--- src/design/mfs_pkg.sv ---
// Shared types and constants for the multilevel feedback scheduler.
// Used by mfs_ctrl, mfs_datapath and the top level; depends on nothing.
package mfs_pkg;

  localparam logic [2:0] OP_ADMIT  = 3'd0;
  localparam logic [2:0] OP_EXPIRE = 3'd1;
  localparam logic [2:0] OP_IO     = 3'd2;
  localparam logic [2:0] OP_FINISH = 3'd3;

  localparam logic [2:0] ST_IDLE   = 3'd0;
  localparam logic [2:0] ST_EVENT  = 3'd1;
  localparam logic [2:0] ST_RREAD  = 3'd2;
  localparam logic [2:0] ST_RCHECK = 3'd3;
  localparam logic [2:0] ST_DSTART = 3'd4;
  localparam logic [2:0] ST_DSTEP  = 3'd5;
  localparam logic [2:0] ST_DTAKE  = 3'd6;
  localparam logic [2:0] ST_FINISH = 3'd7;

  localparam int NUM_REGS = 7;
  localparam logic [2:0] REG_Q1   = 3'd0;
  localparam logic [2:0] REG_Q2   = 3'd1;
  localparam logic [2:0] REG_Q3   = 3'd2;
  localparam logic [2:0] REG_P1   = 3'd3;
  localparam logic [2:0] REG_P2   = 3'd4;
  localparam logic [2:0] REG_P3   = 3'd5;
  localparam logic [2:0] REG_WAIT = 3'd6;

  typedef struct packed {
    logic [7:0] quantum1;
    logic [7:0] quantum2;
    logic [7:0] quantum3;
    logic [3:0] passes1;
    logic [3:0] passes2;
    logic [3:0] passes3;
    logic [7:0] io_wait;
  } cfg_t;

  typedef struct packed {
    logic load_in;
    logic event_step;
    logic release_step;
    logic dispatch_fix;
    logic dispatch_step;
    logic dispatch_take;
    logic out_load;
  } cmd_t;

  typedef struct packed {
    logic release_more;
    logic dispatch_need;
    logic dispatch_pop;
    logic out_free;
  } sts_t;

endpackage

--- src/design/mfs_ctrl.sv ---
// Controller state machine of the multilevel feedback scheduler.
// Depends on mfs_pkg; drives commands to mfs_datapath and reads its status.
module mfs_ctrl (
  input  logic          clk,
  input  logic          rst,
  input  logic          in_valid,
  output logic          in_ready,
  input  mfs_pkg::sts_t sts,
  output mfs_pkg::cmd_t cmd
);

  logic [2:0] state;
  logic [2:0] state_next;

  assign in_ready = (state == mfs_pkg::ST_IDLE);

  always_comb begin
    state_next = state;
    cmd = '0;
    unique case (state)
      mfs_pkg::ST_IDLE: begin
        if (in_valid) begin
          cmd.load_in = 1'b1;
          state_next = mfs_pkg::ST_EVENT;
        end
      end
      mfs_pkg::ST_EVENT: begin
        cmd.event_step = 1'b1;
        state_next = mfs_pkg::ST_RREAD;
      end
      // This state waits for the registered read of the waiting head to come out of the memory.
      mfs_pkg::ST_RREAD: state_next = mfs_pkg::ST_RCHECK;
      mfs_pkg::ST_RCHECK: begin
        cmd.release_step = 1'b1;
        state_next = sts.release_more ? mfs_pkg::ST_RREAD : mfs_pkg::ST_DSTART;
      end
      mfs_pkg::ST_DSTART: begin
        cmd.dispatch_fix = 1'b1;
        state_next = sts.dispatch_need ? mfs_pkg::ST_DSTEP : mfs_pkg::ST_FINISH;
      end
      mfs_pkg::ST_DSTEP: begin
        cmd.dispatch_step = 1'b1;
        if (sts.dispatch_pop) state_next = mfs_pkg::ST_DTAKE;
      end
      mfs_pkg::ST_DTAKE: begin
        cmd.dispatch_take = 1'b1;
        state_next = mfs_pkg::ST_FINISH;
      end
      mfs_pkg::ST_FINISH: begin
        if (sts.out_free) begin
          cmd.out_load = 1'b1;
          state_next = mfs_pkg::ST_IDLE;
        end
      end
      default: state_next = mfs_pkg::ST_IDLE;
    endcase
  end

  always_ff @(posedge clk) begin
    if (rst) state <= mfs_pkg::ST_IDLE;
    else state <= state_next;
  end

`ifndef SYNTHESIS
  a_accept_only_idle: assert property (@(posedge clk) disable iff (rst)
    cmd.load_in |-> state == mfs_pkg::ST_IDLE) else $error("accept outside idle");
  a_event_follows: assert property (@(posedge clk) disable iff (rst)
    cmd.load_in |=> state == mfs_pkg::ST_EVENT) else $error("event step missing");
  a_take_after_pop: assert property (@(posedge clk) disable iff (rst)
    (cmd.dispatch_step && sts.dispatch_pop) |=> cmd.dispatch_take)
    else $error("dispatch pop not taken");
`endif

endmodule

--- src/design/mfs_datapath.sv ---
// Datapath of the multilevel feedback scheduler: queue memories, queue pointers,
// running task, round position and result register. Depends on mfs_pkg.
module mfs_datapath #(
  parameter int QUEUE_DEPTH = 64,
  parameter int TAG_BITS    = 6,
  parameter int TIME_BITS   = 32
) (
  input  logic                 clk,
  input  logic                 rst,
  input  mfs_pkg::cfg_t        cfg,
  input  mfs_pkg::cmd_t        cmd,
  output mfs_pkg::sts_t        sts,
  input  logic [2:0]           in_opcode,
  input  logic [TAG_BITS-1:0]  in_tag,
  input  logic [TIME_BITS-1:0] in_time,
  output logic                 out_valid,
  input  logic                 out_ready,
  output logic                 out_disp,
  output logic [TAG_BITS-1:0]  out_tag,
  output logic [1:0]           out_level,
  output logic [7:0]           out_quantum,
  output logic                 out_all_done,
  output logic                 out_full
);

  localparam int AW = (QUEUE_DEPTH > 1) ? $clog2(QUEUE_DEPTH) : 1;
  localparam int CW = $clog2(QUEUE_DEPTH + 1);
  localparam logic [CW-1:0] DEPTH_C = CW'(QUEUE_DEPTH);
  localparam logic [AW:0]   DEPTH_W = (AW+1)'(QUEUE_DEPTH);

  // Ready queue memories and the waiting queue (tag, stamp, return level).
  logic [TAG_BITS-1:0]  mem1 [QUEUE_DEPTH];
  logic [TAG_BITS-1:0]  mem2 [QUEUE_DEPTH];
  logic [TAG_BITS-1:0]  mem3 [QUEUE_DEPTH];
  logic [TAG_BITS-1:0]  wmem_tag [QUEUE_DEPTH];
  logic [TIME_BITS-1:0] wmem_stamp [QUEUE_DEPTH];
  logic [1:0]           wmem_level [QUEUE_DEPTH];

  logic [TAG_BITS-1:0]  rd1, rd2, rd3, wrd_tag;
  logic [TIME_BITS-1:0] wrd_stamp;
  logic [1:0]           wrd_level;

  logic [AW-1:0] head [4];
  logic [CW-1:0] cnt  [4];
  logic [AW-1:0] head_next [4];
  logic [CW-1:0] cnt_next  [4];

  logic                 run_v, run_v_next;
  logic [TAG_BITS-1:0]  run_tag;
  logic [1:0]           run_lv, run_lv_next;
  logic [5:0]           phase, phase_next;
  logic [CW-1:0]        prem, prem_next;
  logic [CW-1:0]        live, live_next;
  logic                 full_f, full_next;
  logic [1:0]           take_lv, take_lv_next;

  logic [2:0]           op;
  logic [TAG_BITS-1:0]  tag_in;
  logic [TIME_BITS-1:0] now;

  // Single write port into the ready memories.
  logic [2:0]          rwr_en;
  logic [AW-1:0]       rwr_addr;
  logic [TAG_BITS-1:0] rwr_data;
  logic                wwr_en;

  logic [3:0] p1, p2, p3;
  logic [5:0] total, phase_inc;
  logic [1:0] cur_lv;
  logic [CW-1:0] cur_cnt, eff;
  logic [TIME_BITS-1:0] age;
  logic aged;

  function automatic logic [AW-1:0] slot(input logic [AW-1:0] h, input logic [CW-1:0] c);
    logic [AW:0] s;
    s = (AW+1)'(h) + (AW+1)'(c);
    if (s >= DEPTH_W) s = s - DEPTH_W;
    return s[AW-1:0];
  endfunction

  function automatic logic [AW-1:0] inc(input logic [AW-1:0] h);
    logic [AW:0] s;
    s = (AW+1)'(h) + 1'b1;
    if (s >= DEPTH_W) s = '0;
    return s[AW-1:0];
  endfunction

  always_comb begin
    p1 = (cfg.passes1 == 4'd0) ? 4'd1 : cfg.passes1;
    p2 = (cfg.passes2 == 4'd0) ? 4'd1 : cfg.passes2;
    p3 = (cfg.passes3 == 4'd0) ? 4'd1 : cfg.passes3;
    total = 6'(p1) + 6'(p2) + 6'(p3);
    phase_inc = (phase + 6'd1 == total) ? 6'd0 : phase + 6'd1;
    if (phase < 6'(p1)) cur_lv = 2'd1;
    else if (phase < 6'(p1) + 6'(p2)) cur_lv = 2'd2;
    else cur_lv = 2'd3;
    cur_cnt = cnt[cur_lv - 2'd1];
    eff = (prem == '0) ? cur_cnt : prem;
    age = now - wrd_stamp;
    aged = (cnt[3] != '0) && (age >= TIME_BITS'(cfg.io_wait));
  end

  always_comb begin
    for (int i = 0; i < 4; i++) begin
      head_next[i] = head[i];
      cnt_next[i]  = cnt[i];
    end
    run_v_next   = run_v;
    run_lv_next  = run_lv;
    phase_next   = phase;
    prem_next    = prem;
    live_next    = live;
    full_next    = full_f;
    take_lv_next = take_lv;
    rwr_en   = '0;
    rwr_addr = '0;
    rwr_data = '0;
    wwr_en   = 1'b0;
    sts      = '0;
    sts.out_free = !out_valid || out_ready;

    if (cmd.load_in) full_next = 1'b0;

    if (cmd.event_step) begin
      if (op == mfs_pkg::OP_ADMIT) begin
        if (live >= DEPTH_C || cnt[0] >= DEPTH_C) begin
          full_next = 1'b1;
        end else begin
          rwr_en[0] = 1'b1;
          rwr_addr  = slot(head[0], cnt[0]);
          rwr_data  = tag_in;
          cnt_next[0] = cnt[0] + 1'b1;
          live_next = live + 1'b1;
        end
      end else if ((op == mfs_pkg::OP_EXPIRE || op == mfs_pkg::OP_IO ||
                    op == mfs_pkg::OP_FINISH) && run_v) begin
        run_v_next = 1'b0;
        if (op == mfs_pkg::OP_EXPIRE) begin
          // Demotion: level one goes to two, two and three go to three.
          if (run_lv >= 2'd2) begin
            if (cnt[2] >= DEPTH_C) begin
              full_next = 1'b1;
              if (live != '0) live_next = live - 1'b1;
            end else begin
              rwr_en[2] = 1'b1;
              rwr_addr  = slot(head[2], cnt[2]);
              rwr_data  = run_tag;
              cnt_next[2] = cnt[2] + 1'b1;
            end
          end else begin
            if (cnt[1] >= DEPTH_C) begin
              full_next = 1'b1;
              if (live != '0) live_next = live - 1'b1;
            end else begin
              rwr_en[1] = 1'b1;
              rwr_addr  = slot(head[1], cnt[1]);
              rwr_data  = run_tag;
              cnt_next[1] = cnt[1] + 1'b1;
            end
          end
        end else if (op == mfs_pkg::OP_IO) begin
          if (cnt[3] >= DEPTH_C) begin
            full_next = 1'b1;
            if (live != '0) live_next = live - 1'b1;
          end else begin
            wwr_en = 1'b1;
            cnt_next[3] = cnt[3] + 1'b1;
          end
        end else begin
          if (live != '0) live_next = live - 1'b1;
        end
      end
    end

    if (cmd.release_step && aged) begin
      if (cnt[wrd_level - 2'd1] >= DEPTH_C) begin
        full_next = 1'b1;
      end else begin
        rwr_en[wrd_level - 2'd1] = 1'b1;
        rwr_addr = slot(head[wrd_level - 2'd1], cnt[wrd_level - 2'd1]);
        rwr_data = wrd_tag;
        cnt_next[wrd_level - 2'd1] = cnt[wrd_level - 2'd1] + 1'b1;
        head_next[3] = inc(head[3]);
        cnt_next[3]  = cnt[3] - 1'b1;
        sts.release_more = 1'b1;
      end
    end

    if (cmd.dispatch_fix) begin
      sts.dispatch_need = !run_v && (cnt[0] != '0 || cnt[1] != '0 || cnt[2] != '0);
      if (sts.dispatch_need && phase >= total) begin
        phase_next = '0;
        prem_next  = '0;
      end
    end

    if (cmd.dispatch_step) begin
      if (cur_cnt == '0) begin
        prem_next  = '0;
        phase_next = phase_inc;
      end else begin
        sts.dispatch_pop = 1'b1;
        head_next[cur_lv - 2'd1] = inc(head[cur_lv - 2'd1]);
        cnt_next[cur_lv - 2'd1]  = cur_cnt - 1'b1;
        prem_next = eff - 1'b1;
        if (eff == CW'(1)) phase_next = phase_inc;
        run_v_next   = 1'b1;
        run_lv_next  = cur_lv;
        take_lv_next = cur_lv;
      end
    end
  end

  always_ff @(posedge clk) begin
    if (rwr_en[0]) mem1[rwr_addr] <= rwr_data;
    if (rwr_en[1]) mem2[rwr_addr] <= rwr_data;
    if (rwr_en[2]) mem3[rwr_addr] <= rwr_data;
    if (wwr_en) begin
      wmem_tag[slot(head[3], cnt[3])]   <= run_tag;
      wmem_stamp[slot(head[3], cnt[3])] <= now;
      wmem_level[slot(head[3], cnt[3])] <= (run_lv >= 2'd3) ? 2'd2 : 2'd1;
    end
    rd1       <= mem1[head[0]];
    rd2       <= mem2[head[1]];
    rd3       <= mem3[head[2]];
    wrd_tag   <= wmem_tag[head[3]];
    wrd_stamp <= wmem_stamp[head[3]];
    wrd_level <= wmem_level[head[3]];
  end

  always_ff @(posedge clk) begin
    if (cmd.load_in) begin
      op     <= in_opcode;
      tag_in <= in_tag;
      now    <= in_time;
    end
    if (cmd.dispatch_take) begin
      unique case (take_lv)
        2'd1:    run_tag <= rd1;
        2'd2:    run_tag <= rd2;
        default: run_tag <= rd3;
      endcase
    end
    if (cmd.out_load) begin
      out_disp     <= take_lv != 2'd0;
      out_tag      <= (take_lv != 2'd0) ? run_tag : '0;
      out_level    <= take_lv;
      unique case (take_lv)
        2'd1:    out_quantum <= (cfg.quantum1 == 8'd0) ? 8'd1 : cfg.quantum1;
        2'd2:    out_quantum <= (cfg.quantum2 == 8'd0) ? 8'd1 : cfg.quantum2;
        2'd3:    out_quantum <= (cfg.quantum3 == 8'd0) ? 8'd1 : cfg.quantum3;
        default: out_quantum <= 8'd0;
      endcase
      out_all_done <= live == '0;
      out_full     <= full_f;
    end
  end

  always_ff @(posedge clk) begin
    if (rst) begin
      for (int i = 0; i < 4; i++) begin
        head[i] <= '0;
        cnt[i]  <= '0;
      end
      run_v     <= 1'b0;
      run_lv    <= 2'd1;
      phase     <= '0;
      prem      <= '0;
      live      <= '0;
      full_f    <= 1'b0;
      take_lv   <= 2'd0;
      out_valid <= 1'b0;
    end else begin
      for (int i = 0; i < 4; i++) begin
        head[i] <= head_next[i];
        cnt[i]  <= cnt_next[i];
      end
      run_v   <= run_v_next;
      run_lv  <= run_lv_next;
      phase   <= phase_next;
      prem    <= prem_next;
      live    <= live_next;
      full_f  <= full_next;
      // A zero level marks that nothing was dispatched for this word.
      take_lv <= cmd.load_in ? 2'd0 : take_lv_next;
      if (cmd.out_load) out_valid <= 1'b1;
      else if (out_ready) out_valid <= 1'b0;
    end
  end

`ifndef SYNTHESIS
  a_live_bound: assert property (@(posedge clk) disable iff (rst)
    live <= DEPTH_C) else $error("live count overflow");
  a_wait_bound: assert property (@(posedge clk) disable iff (rst)
    cnt[3] <= DEPTH_C) else $error("waiting queue overflow");
  a_pop_sets_run: assert property (@(posedge clk) disable iff (rst)
    sts.dispatch_pop |=> run_v) else $error("dispatch left no running task");
`endif

endmodule

--- src/design/multilevel_feedback_scheduler.sv ---
// Multilevel feedback scheduler: takes one event word and returns one result word.
// After a word is accepted the controller applies the event, then reads and checks the
// waiting head, going round this release loop once for each task released to a ready
// queue, with one waiting-queue memory read per head. It then starts the dispatch and, if a
// task is needed, steps through the passes, skipping empty ones, until a task is popped and
// taken, and loads the result register. A new word can be accepted once the result is loaded.
// No clearing pass is needed after reset. The next event is taken while a result still
// waits, and the controller holds in its last state until the result register is free.
// Depends on mfs_pkg, mfs_ctrl and mfs_datapath.
module multilevel_feedback_scheduler #(
  parameter int QUEUE_DEPTH = 64,
  parameter int TAG_BITS    = 6,
  parameter int TIME_BITS   = 32
) (
  input  logic clk,
  input  logic rst,
  input  logic s_tvalid,
  output logic s_tready,
  input  logic [((TAG_BITS+TIME_BITS+7)/8)*8-1:0] s_tdata, // task_tag, now_time
  input  logic [2:0] s_tuser,                             // opcode
  output logic m_tvalid,
  input  logic m_tready,
  // dispatch_tag, dispatch_level, dispatch_quantum, all_done, queue_full
  output logic [((TAG_BITS+12+7)/8)*8-1:0] m_tdata,
  output logic m_tuser,                                   // dispatch_valid
  input  logic psel,
  input  logic penable,
  input  logic pwrite,
  input  logic [4:0] paddr,
  input  logic [31:0] pwdata,
  output logic [31:0] prdata,
  output logic pready
);

  localparam int OW = ((TAG_BITS + 12 + 7) / 8) * 8;

  mfs_pkg::cfg_t cfg;
  mfs_pkg::cmd_t cmd;
  mfs_pkg::sts_t sts;
  logic [TAG_BITS-1:0] o_tag;
  logic [1:0] o_level;
  logic [7:0] o_quantum;
  logic o_done, o_full;
  logic [2:0] reg_idx;

  assign pready  = 1'b1;
  assign reg_idx = paddr[4:2];

  always_ff @(posedge clk) begin
    if (rst) begin
      cfg.quantum1 <= 8'd1;
      cfg.quantum2 <= 8'd2;
      cfg.quantum3 <= 8'd4;
      cfg.passes1  <= 4'd4;
      cfg.passes2  <= 4'd2;
      cfg.passes3  <= 4'd1;
      cfg.io_wait  <= 8'd3;
    end else if (psel && penable && pwrite) begin
      unique case (reg_idx)
        mfs_pkg::REG_Q1:   cfg.quantum1 <= pwdata[7:0];
        mfs_pkg::REG_Q2:   cfg.quantum2 <= pwdata[7:0];
        mfs_pkg::REG_Q3:   cfg.quantum3 <= pwdata[7:0];
        mfs_pkg::REG_P1:   cfg.passes1  <= pwdata[3:0];
        mfs_pkg::REG_P2:   cfg.passes2  <= pwdata[3:0];
        mfs_pkg::REG_P3:   cfg.passes3  <= pwdata[3:0];
        mfs_pkg::REG_WAIT: cfg.io_wait  <= pwdata[7:0];
        default: ;
      endcase
    end
  end

  always_comb begin
    unique case (reg_idx)
      mfs_pkg::REG_Q1:   prdata = 32'(cfg.quantum1);
      mfs_pkg::REG_Q2:   prdata = 32'(cfg.quantum2);
      mfs_pkg::REG_Q3:   prdata = 32'(cfg.quantum3);
      mfs_pkg::REG_P1:   prdata = 32'(cfg.passes1);
      mfs_pkg::REG_P2:   prdata = 32'(cfg.passes2);
      mfs_pkg::REG_P3:   prdata = 32'(cfg.passes3);
      mfs_pkg::REG_WAIT: prdata = 32'(cfg.io_wait);
      default:           prdata = '0;
    endcase
  end

  mfs_ctrl u_ctrl (
    .clk      (clk),
    .rst      (rst),
    .in_valid (s_tvalid),
    .in_ready (s_tready),
    .sts      (sts),
    .cmd      (cmd)
  );

  mfs_datapath #(
    .QUEUE_DEPTH (QUEUE_DEPTH),
    .TAG_BITS    (TAG_BITS),
    .TIME_BITS   (TIME_BITS)
  ) u_dp (
    .clk          (clk),
    .rst          (rst),
    .cfg          (cfg),
    .cmd          (cmd),
    .sts          (sts),
    .in_opcode    (s_tuser),
    .in_tag       (s_tdata[TAG_BITS-1:0]),
    .in_time      (s_tdata[TAG_BITS+TIME_BITS-1:TAG_BITS]),
    .out_valid    (m_tvalid),
    .out_ready    (m_tready),
    .out_disp     (m_tuser),
    .out_tag      (o_tag),
    .out_level    (o_level),
    .out_quantum  (o_quantum),
    .out_all_done (o_done),
    .out_full     (o_full)
  );

  assign m_tdata = OW'({o_full, o_done, o_quantum, o_level, o_tag});

endmodule

--- config.mk ---
export PLATFORM = sky130hd
export DESIGN_NAME = multilevel_feedback_scheduler
export DESIGN_NICKNAME = d
export VERILOG_FILES = /design/src/design/mfs_pkg.sv /design/src/design/mfs_ctrl.sv /design/src/design/mfs_datapath.sv /design/src/design/multilevel_feedback_scheduler.sv
export SDC_FILE = /design/constraint.sdc
export NUM_CORES = 2
export LEC_CHECK = 0
export BUFFER_PORTS_ARGS = -buffer_cell sky130_fd_sc_hd__clkbuf_2
export CELL_PAD_IN_SITES_DETAIL_PLACEMENT = 0
export CELL_PAD_IN_SITES_GLOBAL_PLACEMENT = 1
export CORE_AREA = 2 2 543 491
export DETAILED_ROUTE_END_ITERATION = 8
export DIE_AREA = 0 0 545 493
export PLACE_DENSITY = 0.82
export SKIP_CTS_REPAIR_TIMING = 1
export SLEW_MARGIN = 25
export SYNTH_ARGS = -nofsm -noshare
export SYNTH_HDL_FRONTEND = slang
export SYNTH_SLANG_ARGS = --single-unit
--- constraint.sdc ---
create_clock -name clk -period 28.6 [get_ports clk]
set_input_delay 5.72 -clock clk [delete_from_list [all_inputs] [get_ports clk]]
set_output_delay 5.72 -clock clk [all_outputs]
set_load 0.02 [all_outputs]
==> impl_metrics.tcl <==
set metrics [dict create \
    period_minus_slack_ns 12.78 \
    dp_slack_ns 15.83 \
    min_path_cells 2 \
    start_kind "input pin" \
    cts_tree "yes" \
    path_class "in2out" \
    timing.fmax_ghz 0.0783 \
    ir_worst_vdd_uv 99.3 \
    avgViaCountPerCell 6.96 \
    min_path_type "reg2reg" \
    slew_violations 0 \
    numCtsBuffers 381 \
    h-tree-depth 5 \
    top_layer_used "met4" \
    postSynth.asyncResetShare 0 \
    io_buffers 87 \
    ant_nets 0 \
    max_stage_delay_ns 0.55 \
    drv_cap 0 \
    crit_slowest_cell "mux4_2" \
    drc_errors 0 \
    worst_slack_ns 15.82 \
    grt_pass1_wl_um 577000 \
    die_area_mm2 0.269 \
    hold_ws_ns 0.508 \
    reg2reg_depth 18 \
    path_cells "clkbuf_2 > mux4_2 > mux2_2 > clkbuf_2" \
    synth_top_area_share 0.722 \
    clockRootBuffer "clkbuf_16" \
    grt_pass1_vias 78600 \
    crit_top_cell "clkbuf_2" \
    path_clk_slew_ns 0.06 \
    leakage_nw 54.8 \
    nFillCells 16000 \
    synthFlopType "edfxtp_1" \
    finalHoldViolCount 0 \
    yosysWarnings 0 \
    cp-end-kind "primary output" \
    cts.path.max_buffers 4 \
    die_w_um 545 \
    final_util 0.667 \
    finalSetupViolations 0 \
    path_depth 4 \
    pin_count 147 \
    rsz0062_at_grt "no" \
    grt_max_degree 153 \
    path_buf_inv 2 \
    synth_area_leaders "edfxtp_1 72%, mux4_2 18%, dfxtp_1 2.3%" \
    wl_met3_um 49200 \
    finalNetCount 7794 \
    r2r_slack_ns 19.92 \
    antenna_found_initial 6 \
    die_h_um 493 \
    skew_ns 0.0733 \
    synth_area_mm2 0.157 \
    ys_seq_elements 3962 \
    placed_area_mm2 0.163 \
    wl_per_cell_um 35.6 \
    synth_top_area_cell "edfxtp_1" \
    initial_core_util 0.597 \
    syn_inst 7313 \
    wl_met2_um 191000 \
    cts_sinks 3962 \
    first_pass_iters 7 \
    wl_um 407000 \
    powerDensity_mw_per_mm2 66.6 \
    gp_congestion 0.918 \
    tightest_slew_ns 1.18 \
    fin_area_mm2 0.175 \
    slew_headroom 0.216 \
    avgSynthCellArea_um2 21.5 \
    fp-row-count 179 \
    synth_edf_count 3778 \
    num_vias 79600 \
    core-area_mm2 0.263 \
    grt_overflow 0 \
    tns_ns 0 \
    cp_max_fo 22 \
    final.period_utilization 0.447 \
    outcome "completed" \
    crit_family "multiplexers" \
    grt_usage 0.304 \
    yosysUniqueCellTypes 98 \
    dp_hpwl_um 213000 \
    met1Wirelength_um 151000 \
    multi_input_area_mm2 0.0387 \
    layout-drive-gt1-share 0.286 \
    cp_data_required_time_ns 22.88 \
    yosysSeqAreaShare 0.745 \
    area_growth_syn_to_layout_pct 11.6 \
    seqCellArea_mm2 0.117 \
    drt-initial-drc-count 12800 \
    clock_latency_ns 0.92 \
    cp.arrival_ns 7.06 \
]
## cell usage in the layout (no fill, tap or decap), types with 30 or more instances in the layout
cell          n
a21o_1       35
a21oi_1     117
buf_4       161
bufinv_16    46
clkbuf_1     73
clkbuf_16   384
clkbuf_2     86
clkinv_1     69
clkinv_2     76
conb_1       31
dfxtp_1     169
edfxtp_1   3778
ha_1        113
inv_1       101
mux2i_1      69
mux4_2     1233
nand2_1     150
nand3_1      41
nand4_1      30
nor2_1      363
nor2_4       65
nor3_1       66
o21ai_0      51
xnor2_1      61
xor2_1       37
## registers in the layout, indices dropped and copies added, names as in the netlist, 8 cells and up, named ones only
name / flops
u_dp.cnt: 28
u_dp.now: 32
u_dp.out_quantum: 8
u_dp.wmem_tag: 384
u_dp.wmem_stamp: 2048
u_dp.mem2: 384
u_dp.wmem_level: 128
u_dp.mem1: 384
cfg: 44
u_dp.wrd_stamp: 32
u_dp.mem3: 384
## cell type report
class                      instances  area share
clock buffer                     470      0.0574
tap                             3529      0.0252
antenna                            5   0.0000713
multi-input combinational       2852       0.220
sequential                      3962       0.668
timing repair buffer             280      0.0121
inverter                         108     0.00243
clock inverter                   228      0.0145
## worst register-to-register path: cells and delay by family, from the launching register on
kind	cells	cell delay, ns
AO/OA/AOI/OAI	6	2.72
AND/OR/NAND/NOR	6	2.54
XOR/XNOR	1	0.66
buffers and inverters	3	1.24
flip-flops	1	0.32
adder cells (fa/ha/maj)	2	0.83
## path summary, 6_finish.rpt
path / from / to
setup / recovery: paddr[2] / prdata[0]
hold / removal: u_dp.prem[3] / u_dp.prem[3]
setup reg to reg: u_dp.now[2] / u_dp.mem1[20][0]
hold reg to reg: u_dp.prem[3] / u_dp.prem[3]
## kinds of logic (layout without fill, tap and decap cells)
kind of cell               Yosys count  after routing  share of synthesized area
muxes                             1321           1321                      0.182
adders and majority gates          123            123                     0.0102
and+or+nand+nor                    868            868                     0.0250
other                                2             36                  0.0000478
AOI/OAI and AO/OA                  411            411                     0.0180
DFF                               3962           3962                      0.745
buffers and inverters              528           1086                     0.0138
xor gates and xnor gates            98             98                    0.00546
## routing by layer
metal,vias to the layer above,GRT usage
met1,42000,0.444
met5,-,0
li1,31100,-
met4,0,0.105
met2,5590,0.462
met3,900,0.0691
## synth_stat cells, types with 9 or more instances
library cell  count
a31oi_1          22
nand2_1         152
nor3_1           73
nor2_1          429
a222oi_1         11
nor2b_1          11
dfxtp_1         184
edfxtp_1       3778
nand2b_1         20
a21o_1           35
o22ai_1          14
a22oi_1          22
buf_4            36
mux4_2         1233
o21bai_1         11
and3_1            9
xnor2_1          61
a21oi_1         117
or3_1            19
xor2_1           37
ha_1            113
mux2i_1          69
o21a_1           11
nand4_1          30
o21ai_0          52
nand3_1          41
nor4_1           24
a211oi_1         15
buf_1            99
clkbuf_1        255
or2_2            14
inv_1           107
fa_1              9
mux2_2           19
buf_2            28
## report_power, final
group	total [mW]	internal [mW]	switching [mW]
combinational	0.202	0.0411	0.161
clock	5.10	2.93	2.17
sequential	6.37	6.36	0.00724
## stage by stage
step / power (mW) / std cells
global placement: 6.68 / 10700
global route: 11.9 / 11400
finish: 11.7 / 11400
detailed placement: 6.69 / 10700
CTS: 11.7 / 11400
floorplan: 6.62 / 7342
No activity file was read; power rests on OpenSTA's default activity.
